--- src/rptc_pkg.sv ---
// ----------------------------------------------------------------------------
// rptc_pkg: shared types and constants of the memory pattern test block
// Holds the request and result payloads, the controller to datapath command
// and status groups, and the pattern and hash constants.
// ----------------------------------------------------------------------------
package rptc_pkg;

    // test memory geometry
    localparam int DEPTH_WORDS = 65536;
    localparam int ADDR_W      = (DEPTH_WORDS > 1) ? $clog2(DEPTH_WORDS) : 1;
    localparam int CNT_W       = $clog2(DEPTH_WORDS + 1);
    localparam int WORD_W      = 32;
    localparam int WCOUNT_W    = 17;

    // pattern steps and fnv-1a constants
    localparam logic [WORD_W-1:0] STEP_ONE  = 32'd2654435761;
    localparam logic [WORD_W-1:0] STEP_TWO  = 32'd40503;
    localparam logic [WORD_W-1:0] FNV_BASIS = 32'h811c9dc5;
    localparam logic [WORD_W-1:0] FNV_PRIME = 32'h01000193;

    // request payload
    typedef struct packed {
        logic [WORD_W-1:0]   seed;
        logic [WCOUNT_W-1:0] word_count;
    } req_t;

    // result payload
    typedef struct packed {
        logic              fail;
        logic [WORD_W-1:0] checksum;
    } res_t;

    // controller to datapath commands
    typedef struct packed {
        logic load;        // capture request, start round one write
        logic write;       // write pattern word, advance
        logic read_cmp;    // read word for compare, advance
        logic read_hash;   // read word for hashing, advance
        logic rewind;      // back to address zero at the base of next_round
        logic next_round;  // round selected by rewind
        logic publish;     // load the result register
    } ctl_t;

    // datapath to controller status
    typedef struct packed {
        logic at_end;      // address counter has reached the word count
        logic mismatch;    // a read-back word differed
        logic round;       // current round, 0 or 1
        logic res_free;    // result register can take a new result
    } sts_t;

endpackage

--- src/rptc_ctrl.sv ---
// ----------------------------------------------------------------------------
// rptc_ctrl: sequencer of the memory pattern test
// Steps through write, read-compare and hash passes and issues at most one
// datapath command per cycle.
// ----------------------------------------------------------------------------
module rptc_ctrl
    import rptc_pkg::*;
(
    input  logic clk,
    input  logic rst_n,
    input  logic req_valid,
    output logic req_stall,
    input  sts_t sts,
    output ctl_t ctl
);

    localparam logic [2:0] ST_IDLE = 3'd0;
    localparam logic [2:0] ST_WR   = 3'd1;
    localparam logic [2:0] ST_RD   = 3'd2;
    localparam logic [2:0] ST_CHK  = 3'd3;
    localparam logic [2:0] ST_HASH = 3'd4;
    localparam logic [2:0] ST_HEND = 3'd5;
    localparam logic [2:0] ST_DONE = 3'd6;

    logic [2:0] state_reg, state_next;

    // next state and commands
    always_comb
    begin
        state_next = state_reg;
        ctl        = '0;
        unique case (state_reg)
            ST_IDLE:
            begin
                if (req_valid)
                begin
                    ctl.load   = 1'b1;
                    state_next = ST_WR;
                end
            end
            ST_WR:
            begin
                if (sts.at_end)
                begin
                    ctl.rewind     = 1'b1;
                    ctl.next_round = sts.round;
                    state_next     = ST_RD;
                end
                else
                    ctl.write = 1'b1;
            end
            ST_RD:
            begin
                if (sts.at_end)
                    state_next = ST_CHK;
                else
                    ctl.read_cmp = 1'b1;
            end
            ST_CHK:
            begin
                // last compare has landed
                if (sts.mismatch)
                    state_next = ST_DONE;
                else if (!sts.round)
                begin
                    ctl.rewind     = 1'b1;
                    ctl.next_round = 1'b1;
                    state_next     = ST_WR;
                end
                else
                begin
                    ctl.rewind     = 1'b1;
                    ctl.next_round = 1'b1;
                    state_next     = ST_HASH;
                end
            end
            ST_HASH:
            begin
                if (sts.at_end)
                    state_next = ST_HEND;
                else
                    ctl.read_hash = 1'b1;
            end
            ST_HEND:
            begin
                // last hash step lands here
                state_next = ST_DONE;
            end
            ST_DONE:
            begin
                if (sts.res_free)
                begin
                    ctl.publish = 1'b1;
                    state_next  = ST_IDLE;
                end
            end
            default:
            begin
                state_next = ST_IDLE;
            end
        endcase
    end

    // state register
    always_ff @(posedge clk or negedge rst_n)
    begin
        if (!rst_n)
            state_reg <= ST_IDLE;
        else
            state_reg <= state_next;
    end

    assign req_stall = (state_reg != ST_IDLE);

endmodule

--- config.mk ---
export PLATFORM = sky130hd
export DESIGN_NAME = rptc_ctrl
export DESIGN_NICKNAME = d
export VERILOG_FILES = /design/src/rptc_pkg.sv /design/src/rptc_ctrl.sv
export SDC_FILE = /design/constraint.sdc
export NUM_CORES = 1
export LEC_CHECK = 0
export BUFFER_PORTS_ARGS = -buffer_cell sky130_fd_sc_hd__buf_2
export CORE_AREA = 2 2 39 41
export CTS_CLUSTER_DIAMETER = 120
export DETAILED_ROUTE_END_ITERATION = 7
export DIE_AREA = 0 0 41 43
export GPL_TIMING_DRIVEN = 0
export PLACE_DENSITY = 0.49
export RECOVER_POWER = 50
export SLEW_MARGIN = 20
export SYNTH_ARGS = -nofsm -noshare
export SYNTH_HDL_FRONTEND = slang
export SYNTH_SLANG_ARGS = --single-unit
export TNS_END_PERCENT = 100
--- constraint.sdc ---
create_clock -name clk -period 3 [get_ports clk]
set_clock_uncertainty 0.15 [all_clocks]
set_input_delay 0.15 -clock clk [delete_from_list [all_inputs] [get_ports clk]]
set_output_delay 0.15 -clock clk [all_outputs]
set_load 0.005 [all_outputs]
==> impl_metrics.env <==
export IMPL_required_time_of_the_critical_path_ns=2.70
export IMPL_clk_root_buffer_cell="sky130_fd_sc_hd__clkbuf_4"
export IMPL_post_route_cells_drive_above_1_share_pct=35.2
export IMPL_timing_fmax_mhz=605
export IMPL_internal_power_w=0.000200
export IMPL_fin_ws_ns=1.35
export IMPL_clkSinkCount=3
export IMPL_final_period_minus_worst_setup_slack_ns=1.65
export IMPL_critPathMaxStageDelay_ns=0.36
export IMPL_drcViolationCount=0
export IMPL_design_power_total_w=0.000345
export IMPL_setup_tns_ns=0
export IMPL_cts_max_path_buffers=2
export IMPL_timing_final_hold_violations=0
export IMPL_tightestPinTransition_ns=0.549
export IMPL_post_synth_top_area_cell="sky130_fd_sc_hd__dfrtp_1"
export IMPL_portBuffers=14
export IMPL_antenna_violations_before_repair=0
export IMPL_synthesis_nets=42
export IMPL_initial_core_util_pct=19.8
export IMPL_detail_route_iter0_violations=1
export IMPL_worst_setup_path_type="reg -> out"
export IMPL_worstHoldPathType="in -> async"
export IMPL_clock_network_latency_to_the_later_pin_of_the_worst_skew_pair_ns=0.23
export IMPL_rsz0062_at_grt="false"
export IMPL_seq_power_share_pct=24.4
export IMPL_finish_utilization_pct=28.2
export IMPL_floorplan_core_area_um2=1380
export IMPL_timing_rr_end="state_reg[0]"
export IMPL_worst_slack_after_detailed_placement_ns=1.58
export IMPL_finalWeightedCongestion=0.700
export IMPL_swShare_pct=42.2
export IMPL_critPathMaxFanout=10
export IMPL_post_place_cells=65
export IMPL_core_rowCount=14
export IMPL_floorplan_die_area_um2=1760
export IMPL_regToRegSetupSlack_ns=1.43
export IMPL_regToRegStartpoint="state_reg[0]"
export IMPL_ctsHtreeMaxLevel=1
export IMPL_worst_r2r_path_depth=3
export IMPL_sequential_cell_area_um2=75.1
export IMPL_syn_instance_count=35
export IMPL_worstSetupStartpoint="state_reg[2]"
export IMPL_numCtsBuffers=3
export IMPL_critical_path_slowest_cell="sky130_fd_sc_hd__dfrtp_1"
export IMPL_final_nets=62
export IMPL_timing_final_setup_violations=0
export IMPL_path_cells="clkbuf_1, or3_1, nor2_1, buf_2"
export IMPL_max_slew_margin_rel_pct=62.4
export IMPL_vias=316
export IMPL_multi_input_comb_area_um2=176
export IMPL_power_leakage_nw=0.177
export IMPL_grt_start_max_net_pins=11
export IMPL_die_width_um=41
export IMPL_top_level_ports=15
export IMPL_endpoint_kind="primary output"
export IMPL_ys_seq_elements=3
export IMPL_routedWlPerCell_um=10.1
export IMPL_diodes=0
export IMPL_sequential_element_share_of_the_synthesized_area_pct=27.4
export IMPL_top_cells_by_area_synth="sky130_fd_sc_hd__dfrtp_1 27%, sky130_fd_sc_hd__o21ai_0 7.3%, sky130_fd_sc_hd__nand2b_1 6.8%, sky130_fd_sc_hd__a2111oi_2 5.5%, sky130_fd_sc_hd__nor2_1 5.5%"
export IMPL_ant_nets=0
export IMPL_via_count_of_the_first_global_routing_pass=262
export IMPL_cts_tree="done"
export IMPL_nFillCells=164
export IMPL_cell_family_with_the_largest_share_of_critical_path_delay="simple AND/OR/NAND/NOR gates"
export IMPL_max_vdd_ir_drop_uv=310
export IMPL_syn_area_um2=274
export IMPL_layout_cells_most_common_list="12 x sky130_fd_sc_hd__buf_2, 5 x sky130_fd_sc_hd__clkbuf_1, 4 x sky130_fd_sc_hd__nor2_1, 4 x sky130_fd_sc_hd__o21ai_0"
export IMPL_element_type_at_the_critical_path_start="flip-flop"
export IMPL_critical_path_endpoint="ctl[6]"
export IMPL_worst_setup_hold_path_clk_slew_ns=0.04
export IMPL_power_share_clock_pct=21.1
export IMPL_post_dp_hpwl_um=522
export IMPL_number_of_buffer_and_inverter_instances_along_the_worst_setup_path=2
export IMPL_ys_types=23
export IMPL_worst_endpoint_arrival_ns=1.35
export IMPL_routed_wl_um=705
export IMPL_p_per_area_nw_per_um2=885
export IMPL_p_sw_w=0.000146
export IMPL_largest_register_ff_count=3
export IMPL_final_common_cell="sky130_fd_sc_hd__buf_2"
export IMPL_drt_pre_antenna_iters=2
export IMPL_ys_warn_count=0
export IMPL_layoutNonFillerInstCount=70
export IMPL_min_period_over_period_pct=55.1
export IMPL_max_cap_violations=0
export IMPL_worst_path_stages=4
export IMPL_die_h_um=43
export IMPL_syn_to_final_growth_pct=42.5
export IMPL_power_share_combinational_pct=54.4
export IMPL_first_pass_grt_wire_length_um=1080
export IMPL_synth_top_area_share_pct=27.4
export IMPL_syn_avg_cell_area_um2=7.83
export IMPL_grt_usage_pct=9.26
export IMPL_timing_max_transition_violations_final=0
export IMPL_globalRouteOverflowTotal=0
export IMPL_vias_per_cell=4.51
export IMPL_status="finished clean"
==> stage by stage <==
stage	hold WS (ns)	instance area (um^2)
final	0.0967	390
after floorplan	-0.296	274
after CTS	0.0828	400
after global routing	0.139	390
after global placement	-0.205	364
after detailed placement	-0.203	364
==> per-layer routing <==
layer  vias up  share of wire, %  track usage (%)
li1        164                 -                -
met1       138                49             13.0
met2        14                42             11.6
met3         0               8.7             3.14
met4         0                 0             6.00
met5         -                 0                0
==> cell usage after synthesis (all sizes together) <==
library cell,count
a2111oi,1
a21oi,2
nand3b,1
nor2b,2
inv,2
nor4,1
a22o,1
o21ai,4
nand2b,4
nand2,2
nor3b,1
or3,1
o211ai,1
buf,1
nor3,1
clkbuf,1
o311a,1
dfrtp,3
nor4b,1
nor2,4
==> logic make-up (layout without fill, tap and decap cells) <==
group	Yosys count	in the layout	share of synthesized area [%]
AND/OR/NAND/NOR	18	18	40.6
AO/OA/AOI/OAI	10	10	26.0
buffers and inverters	4	23	5.93
flip-flops	3	3	27.4
==> area by class of cell <==
type | instances | share of cell area, %
well taps | 16 | 5.13
repair buffers | 15 | 19.9
clock buffers | 4 | 6.73
flip-flops and latches | 3 | 19.2
plain buffers | 2 | 1.92
inverters | 2 | 1.92
multi-input cells | 28 | 45.2
==> worst min path at each step <==
stage / from / end / slack (ns) / cells past startpoint
5_1_grt: rst_n / state_reg[2] / 0.14 / 2
6_report: rst_n / state_reg[2] / 0.1 / 2
4_1_cts: rst_n / state_reg[2] / 0.08 / 2
3_5_place_dp: rst_n / state_reg[1] / -0.20 / 1
3_3_place_gp: rst_n / state_reg[1] / -0.20 / 1
2_1_floorplan: rst_n / state_reg[0] / -0.30 / 0
==> power groups by stage <==
stage	Sequential, W	Clock, W	Combinational [W]
floorplan	0.0000782	0	0.000144
global placement	0.0000859	0	0.000200
detailed placement	0.0000858	0	0.000201
CTS	0.0000853	0.0000739	0.000203
global route	0.0000870	0.0000795	0.000212
finish	0.0000844	0.0000730	0.000188
==> repair_timing <==
action | 4_1_cts | 5_1_grt
endpoints found under the hold margin | 3 | 0
setup endpoints to repair | 0 | 0
hold buffers | 1 | 0
setup buffers | 0 | 0
gates resized for setup | 0 | 0
(Power assumes the default switching activity.)
